<file path="src/hdl/kms_pkg.sv">
package kms_pkg;

	// Fixed field widths
	localparam int ROW_W = 8;
	localparam int KEY_W = 6;
	localparam int DRV_W = 3;
	localparam int CFG_W = 4;
	localparam int RIDX_W = 3;

	// Configuration register indexes
	localparam logic REG_NUM_ROWS = 1'b0;
	localparam logic REG_NUM_COLS = 1'b1;

	// Reset values of the configuration registers
	localparam logic [CFG_W-1:0] NUM_ROWS_RST = 4'd8;
	localparam logic [CFG_W-1:0] NUM_COLS_RST = 4'd8;

	// Sequencer states
	typedef enum logic [1:0] {
		S_IDLE,
		S_LOAD,
		S_EMIT
	} state_t;

endpackage

</file>
<file path="src/hdl/kms_ram.sv">
module kms_ram #(
	parameter int WIDTH = 8,
	parameter int DEPTH = 8
) (
	input  logic                                   clk,
	input  logic                                   we,
	input  logic [(DEPTH > 1 ? $clog2(DEPTH) : 1)-1:0] waddr,
	input  logic [WIDTH-1:0]                       wdata,
	input  logic                                   re,
	input  logic [(DEPTH > 1 ? $clog2(DEPTH) : 1)-1:0] raddr,
	output logic [WIDTH-1:0]                       rdata
);

	logic [WIDTH-1:0] mem_q [DEPTH];

	// Write port and registered read port
	always_ff @(posedge clk) begin
		if (we) begin
			mem_q[waddr] <= wdata;
		end
		if (re) begin
			rdata <= mem_q[raddr];
		end
	end

endmodule

</file>
<file path="src/hdl/key_matrix_scanner_top.sv">
// Key matrix scanner.
// Input channel (in_valid/in_stall, row_levels): one transaction per column
// sample, holding the row levels seen while the current column is driven.
// Output channel (out_valid/out_stall): one transaction per changed key of
// that sample, in ascending row order, with key_index, pressed and last;
// a sample with no change gives one transaction with event_valid low.
// Every output transaction carries drive_column/drive_enable, the column to
// drive for the next sample (drive_enable low when num_cols is zero).
// Configuration: cfg_we, cfg_index and cfg_data write num_rows (index 0)
// or num_cols (index 1); write only while the block is idle.
// Timing: an item is taken, the column's stored levels are read from the
// key RAM, compared and written back, then one result leaves per cycle
// while the output is not stalled. One item is in work at a time; in_stall
// is high from acceptance until its final result is in the output register.
// Reset clears the column pointer, the registers to eight rows and eight
// columns, and the per-column valid flags, so every key reads as released.
// A stalled output holds its result; the sequencer waits behind it.
module key_matrix_scanner_top #(
	parameter int MAX_ROWS = 8,
	parameter int MAX_COLS = 8
) (
	input  logic                        clk,
	input  logic                        arst_n,
	input  logic                        cfg_we,
	input  logic                        cfg_index,
	input  logic [kms_pkg::CFG_W-1:0]   cfg_data,
	input  logic                        in_valid,
	output logic                        in_stall,
	input  logic [kms_pkg::ROW_W-1:0]   row_levels,
	output logic                        out_valid,
	input  logic                        out_stall,
	output logic [kms_pkg::DRV_W-1:0]   drive_column,
	output logic                        drive_enable,
	output logic                        event_valid,
	output logic [kms_pkg::KEY_W-1:0]   key_index,
	output logic                        pressed,
	output logic                        last
);

	localparam int COL_W = (MAX_COLS > 1) ? $clog2(MAX_COLS) : 1;
	localparam int ROW_LIM = (MAX_ROWS < kms_pkg::ROW_W) ? MAX_ROWS : kms_pkg::ROW_W;
	localparam int ROW_W = kms_pkg::ROW_W;
	localparam int CFG_W = kms_pkg::CFG_W;
	localparam int DRV_W = kms_pkg::DRV_W;
	localparam int KEY_W_T = kms_pkg::KEY_W;

	kms_pkg::state_t state_q, state_d;

	logic [CFG_W-1:0] num_rows_q, num_cols_q;
	logic [COL_W-1:0] cur_col_q;
	logic [MAX_COLS-1:0] col_valid_q;

	logic [CFG_W-1:0] rows_eff;
	logic [CFG_W:0]   cols_eff;
	logic [COL_W-1:0] col_sel, next_col;
	logic [CFG_W:0]   next_ext;
	logic             en_sel;

	logic [ROW_W-1:0] levels_s1, mask_s1;
	logic [COL_W-1:0] col_s1;
	logic [CFG_W-1:0] rows_s1;

	logic [ROW_W-1:0] diff_q;
	logic [7:0]       base_q;
	logic [DRV_W-1:0] drv_col_q;
	logic             drv_en_q;

	logic [ROW_W-1:0] rd_data, stored, new_store, mask_d;
	logic [kms_pkg::RIDX_W-1:0] r_idx;
	logic             is_last;
	logic             accept, out_free, emit;

	// Effective register values
	always_comb begin
		rows_eff = ({1'b0, num_rows_q} > 5'(ROW_LIM)) ? CFG_W'(ROW_LIM) : num_rows_q;
		cols_eff = ({1'b0, num_cols_q} > 5'(MAX_COLS)) ? 5'(MAX_COLS) : {1'b0, num_cols_q};
	end

	// Pick the column to sample and the one after it
	always_comb begin
		if (cols_eff == '0) begin
			col_sel = '0;
			en_sel  = 1'b0;
		end else begin
			col_sel = (5'(cur_col_q) < cols_eff) ? cur_col_q : '0;
			en_sel  = 1'b1;
		end
		next_ext = 5'(col_sel) + 5'd1;
		next_col = (next_ext >= cols_eff) ? '0 : COL_W'(next_ext);
	end

	// Row-in-use mask
	always_comb begin
		for (int r = 0; r < ROW_W; r++) begin
			mask_d[r] = (4'(r) < rows_eff);
		end
	end

	// Key level store
	kms_ram #(
		.WIDTH(ROW_W),
		.DEPTH(MAX_COLS)
	) u_ram (
		.clk   (clk),
		.we    (state_q == kms_pkg::S_LOAD),
		.waddr (col_s1),
		.wdata (new_store),
		.re    (accept),
		.raddr (col_sel),
		.rdata (rd_data)
	);

	// Compare with stored levels; unwritten columns read as released
	always_comb begin
		stored    = col_valid_q[col_s1] ? rd_data : '0;
		new_store = (stored & ~mask_s1) | (levels_s1 & mask_s1);
	end

	// Lowest pending change and whether it is the final one
	always_comb begin
		r_idx = '0;
		for (int r = ROW_W - 1; r >= 0; r--) begin
			if (diff_q[r]) begin
				r_idx = kms_pkg::RIDX_W'(r);
			end
		end
		is_last = ((diff_q & (diff_q - 1'b1)) == '0);
	end

	assign out_free = !out_valid || !out_stall;

	// Sequencer next state
	always_comb begin
		state_d  = state_q;
		accept   = 1'b0;
		emit     = 1'b0;
		in_stall = 1'b1;
		case (state_q)
			kms_pkg::S_IDLE: begin
				in_stall = 1'b0;
				if (in_valid) begin
					accept  = 1'b1;
					state_d = kms_pkg::S_LOAD;
				end
			end
			kms_pkg::S_LOAD: begin
				state_d = kms_pkg::S_EMIT;
			end
			kms_pkg::S_EMIT: begin
				if (out_free) begin
					emit = 1'b1;
					if (is_last) begin
						state_d = kms_pkg::S_IDLE;
					end
				end
			end
			default: begin
				state_d = kms_pkg::S_IDLE;
			end
		endcase
	end

	// Sequencer state register
	always_ff @(posedge clk or negedge arst_n) begin
		if (!arst_n) begin
			state_q <= kms_pkg::S_IDLE;
		end else begin
			state_q <= state_d;
		end
	end

	// Configuration registers
	always_ff @(posedge clk or negedge arst_n) begin
		if (!arst_n) begin
			num_rows_q <= kms_pkg::NUM_ROWS_RST;
			num_cols_q <= kms_pkg::NUM_COLS_RST;
		end else if (cfg_we) begin
			case (cfg_index)
				kms_pkg::REG_NUM_ROWS: num_rows_q <= cfg_data;
				kms_pkg::REG_NUM_COLS: num_cols_q <= cfg_data;
				default: ;
			endcase
		end
	end

	// Column pointer and per-column valid flags
	always_ff @(posedge clk or negedge arst_n) begin
		if (!arst_n) begin
			cur_col_q   <= '0;
			col_valid_q <= '0;
		end else begin
			if (accept) begin
				cur_col_q <= next_col;
			end
			if (state_q == kms_pkg::S_LOAD) begin
				col_valid_q[col_s1] <= 1'b1;
			end
		end
	end

	// Capture the transaction and its column context
	always_ff @(posedge clk) begin
		if (accept) begin
			levels_s1 <= row_levels;
			mask_s1   <= mask_d;
			col_s1    <= col_sel;
			rows_s1   <= rows_eff;
			drv_col_q <= DRV_W'(next_col);
			drv_en_q  <= en_sel;
		end
	end

	// Load the change set, then drop each change as it is sent
	always_ff @(posedge clk) begin
		if (state_q == kms_pkg::S_LOAD) begin
			diff_q <= (levels_s1 ^ stored) & mask_s1;
			base_q <= 8'(col_s1) * 8'(rows_s1);
		end else if (emit) begin
			diff_q[r_idx] <= 1'b0;
		end
	end

	// Output register
	always_ff @(posedge clk or negedge arst_n) begin
		if (!arst_n) begin
			out_valid <= 1'b0;
		end else if (emit) begin
			out_valid <= 1'b1;
		end else if (!out_stall) begin
			out_valid <= 1'b0;
		end
	end

	always_ff @(posedge clk) begin
		if (emit) begin
			drive_column <= drv_col_q;
			drive_enable <= drv_en_q;
			event_valid  <= (diff_q != '0);
			key_index    <= (diff_q != '0) ? KEY_W_T'(base_q + 8'(r_idx)) : '0;
			pressed      <= (diff_q != '0) ? levels_s1[r_idx] : 1'b0;
			last         <= is_last;
		end
	end

`ifndef SYNTHESIS
	// An accepted sample blocks the input until its results are out
	assert property (@(posedge clk) disable iff (!arst_n)
		(in_valid && !in_stall) |=> in_stall)
		else $error("input taken while a sample is in work");

	// A sample without changes is reported by a single final transaction
	assert property (@(posedge clk) disable iff (!arst_n)
		(out_valid && !event_valid) |-> last)
		else $error("no-change result not marked last");

	// An undriven scan always points at column zero
	assert property (@(posedge clk) disable iff (!arst_n)
		(out_valid && !drive_enable) |-> (drive_column == '0))
		else $error("undriven scan with non-zero column");

	// The compare cycle always hands over to result delivery
	assert property (@(posedge clk) disable iff (!arst_n)
		(state_q == kms_pkg::S_LOAD) |=> (state_q == kms_pkg::S_EMIT))
		else $error("compare cycle not followed by delivery");
`endif

endmodule
</file>
<file path="config.mk">
export PLATFORM = sky130hd
export DESIGN_NAME = key_matrix_scanner_top
export DESIGN_NICKNAME = d
export VERILOG_FILES = /design/src/hdl/kms_pkg.sv /design/src/hdl/kms_ram.sv /design/src/hdl/key_matrix_scanner_top.sv
export SDC_FILE = /design/constraint.sdc
export NUM_CORES = 1
export LEC_CHECK = 0
export BUFFER_PORTS_ARGS = -buffer_cell sky130_fd_sc_hd__buf_4
export CAP_MARGIN = 20
export CORE_ASPECT_RATIO = 2
export CORE_MARGIN = 3
export CORE_UTILIZATION = 50
export DETAILED_ROUTE_END_ITERATION = 6
export GPL_TIMING_DRIVEN = 0
export PLACE_DENSITY = 0.67
export RECOVER_POWER = 25
export SLEW_MARGIN = 0
export SYNTH_ARGS = -nofsm -noshare
export SYNTH_HDL_FRONTEND = slang
export SYNTH_HIERARCHICAL = 1
export SYNTH_SLANG_ARGS = --single-unit
</file>
<file path="constraint.sdc">
create_clock -name clk -period 3.46 [get_ports clk]
set_input_delay 0.692 -clock clk [delete_from_list [all_inputs] [get_ports clk]]
set_output_delay 0.692 -clock clk [all_outputs]
set_load 0.02 [all_outputs]
</file>
==> reports/qor.yml <==
floorplanning:
  die_width_um: 86.8
  initial_utilization_pct: 51.4
  pin_count: 33
  fp.coreArea_sq_um: 12700
  die_h_um: 168
  core.rowCount: 58
  dieArea_sq_um: 14600
grt:
  met3_usage_pct: 3.94
  grt_use_total_pct: 17.5
  grt_max_degree: 38
  met2_usage_pct: 32.8
  use_met1_pct: 17.5
  antenna_found_initial: 0
  grt.busiest_layer: "met2"
  grt_pass1_wl_mm: 19.0
  grt_remaining_overflow: 0
  grt_pass1_vias: 3779
placed_design:
  finalWeightedCongestion: 0.907
  post-place-ws_ns: 0.120
  numPortBuffers: 32
  hpwl_mm: 8.97
pwr:
  finalPower_mw: 6.65
  ir_worst_vdd_mv: 0.510
  p_leak_nw: 2.81
  p_per_area_nw_per_um2: 884
worst_setup_path:
  cp.arrival_ns: 3.57
  r2r_cells: 12
  crit_type: "flop to flop"
  reg2reg_to: "cur_col_q[0]"
  startpoint_type: "flop"
  end_kind: "flop"
  r2r-start: "num_cols_q[3]"
  reg2reg_slack_ns: 0.23
  worstPathRequired_ns: 3.81
  worstPathMaxFanout: 5
sta:
  timing.final.ws_setup_ns: 0.232
  setup-violations-final: 0
  fin_crit_sh_pct: 93.3
  slew_headroom_pct: -28.3
  max_freq_mhz: 310
  worst_pin_slew_ns: 1.92
  drv_slew: 38
  finalHoldViolCount: 0
  hold_ws_ns: 0.416
  clock_skew_ns: 0.00660
  rsz0062_at_grt: "false"
  period_minus_slack_ns: 3.23
yosys:
  seq_area_frac_synth_pct: 66.0
  synth_seq_cells: 147
  yosys_warnings: 6
  avgSynthCellArea_sq_um: 15.3
  dominantRegCellSynth: "edfxtp_1"
  synth-edff-count: 125
  synthesis.nets: 463
  ys_async_sr_fraction_pct: 15.0
  syn_inst: 426
  syn_area_sq_um: 6530
  yosysUniqueCellTypes: 50
detailed_routing:
  wl_per_cell_um: 18.4
  drt_iter0_drc: 137
  drc: 0
  wirelength_mm: 11.8
  drt_first_pass_iters: 4
  viasPerCell: 5.60
  ant_nets: 0
  num_vias: 3605
clock_network:
  root_buffer: "clkbuf_16"
  htree_levels: 4
  clock-sinks: 147
  clkLatencyLatePin_ns: 0.41
  cts_setup_buffers: 0
  cts_tree: "done"
  clk_path_buf_depth: 2
  clkTransAtPathRegs_ns: 0.06
  numCtsBuffers: 17
min_path:
  hold_end: "drive_column[1]"
  min_from: "drv_col_q[1]"
  min_path_type: "flop to flop"
  min_path_cells: 0
flow_run:
  maxCapViolations: 1
run_status:
  status: "finished, violations left"
  violations: "capacitance limit, slew limit"
layout:
  drive_gt1_share_pct: 21.5
  num_antenna_cells: 0
  area_growth_pct: 15.3
  fin_nets: 518
[worst max-delay path by stage]
stage                   from            to  slack (ns)
2_1_floorplan  num_cols_q[3]  cur_col_q[0]        0.47
3_3_place_gp        in_valid  cur_col_q[0]       -0.09
3_5_place_dp   num_cols_q[3]  cur_col_q[0]        0.12
4_1_cts        num_cols_q[3]  cur_col_q[0]        0.11
5_1_grt        num_cols_q[3]  cur_col_q[0]       0.009
6_report       num_cols_q[3]  cur_col_q[0]        0.23
[flip-flops by register name, summed over array words and instances (netlist names), 2 cells and up]
name,count
diff_q,8
state_q,2
levels_s1,8
col_valid_q,8
key_index,6
drive_column,3
num_rows_q,4
u_ram/mem_q,64
cur_col_q,3
num_cols_q,4
base_q,6
drv_col_q,3
mask_s1,8
u_ram/rdata,8
rows_s1,3
col_s1,3
[where the power goes]
group | switching, mW | total, mW | internal, mW | leakage (nW)
registers | 0.252 | 2.80 | 2.55 | 1.40
clock network | 0.739 | 1.68 | 0.938 | 0.266
logic | 1.17 | 2.17 | 0.995 | 1.14
total | 2.17 | 6.65 | 4.48 | 2.81
[area by class of cell]
class                           instances  area, sq um
Clock inverter                         14          118
Clock buffer                           18          429
Multi-Input combinational cell        251         2090
Sequential cell                       147         4310
Fill cell                             976         5170
Timing Repair Buffer                   36          258
Tap cell                              150          188
Buffer                                 12         77.6
Inverter                               16         60.1
[timing repair]
| action | in CTS | in global routing |
|---|---|---|
| hold buffers | 0 | 0 |
| endpoints found under the setup margin | 0 | 4 |
| gates resized for setup | 0 | 2 |
[per-stage QoR]
stage,cell area (sq um),cells,util (%),TNS [ns]
after floorplan,6530,426,-,0
after global placement,6960,608,54.8,-0.175
after detailed placement,7010,612,55.2,0
after CTS,7550,644,59.5,0
after global routing,7530,644,59.3,0
final,7530,644,59.3,0
[worst max-delay path: stages, from the launching register on]
cell,delay (ns)
dfstp_2,0.57
inv_1,0.08
nand2_1,0.12
ha_1,0.24
a211o_1,0.28
a21oi_2,0.20
and2_1,0.24
ha_1,0.27
ha_1,0.28
a2111o_1,0.38
and2_1,0.17
a21oi_1,0.16
mux2_2,0.17
[metal layers]
metal	routed length (um)	part of all wire, %
met4	350	3.0
met2	6890	58
met5	0	0
met1	4310	36
met3	286	2.4
[Yosys cell counts, types with 4 or more instances]
cell type  number  area share, %
xor2_1          5           0.67
or3_1           4           0.38
nor3_1          6           0.46
a31o_2          5           0.67
ha_1           15            2.9
nand3_1         4           0.31
nor2b_1        10           0.96
a21oi_1        11           0.84
mux4_1         16            6.4
and2_1         10           0.96
nor2_1         24            1.4
clkbuf_1        7           0.40
mux2_2         18            3.1
edfxtp_1      125             57
nand2_1        35            2.0
or2_2           4           0.38
a21o_1          7           0.80
fa_1            4            1.2
inv_1          15           0.86
dfrtp_1        20            7.7
nand2b_1       10           0.96
o21ai_0        19            1.5
xnor2_1        11            1.5
[kinds of logic (layout without fill, tap and decap cells)]
kind of cell    Yosys count  count (layout)  synth area share [%]
simple gates            117             117                  8.85
xor+xnor                 16              16                  2.15
flops                   147             147                  66.0
compound gates           59              59                  5.92
fa+ha+maj                20              20                  4.25
buf+inv                  28              96                  2.11
mux                      39              39                  10.8
[cells in the final DEF (no fill, tap or decap), types with 10 or more instances in the layout]
cell	n
a21oi_1	10
buf_4	22
clkbuf_1	11
clkbuf_16	17
dfrtp_1	20
edfxtp_1	125
ha_1	15
inv_1	15
mux2_2	18
mux4_1	16
nand2_1	35
nand2b_1	10
nor2_1	24
nor2b_1	10
o21ai_0	19
xnor2_1	11
Power figures use the tool's default switching activity.
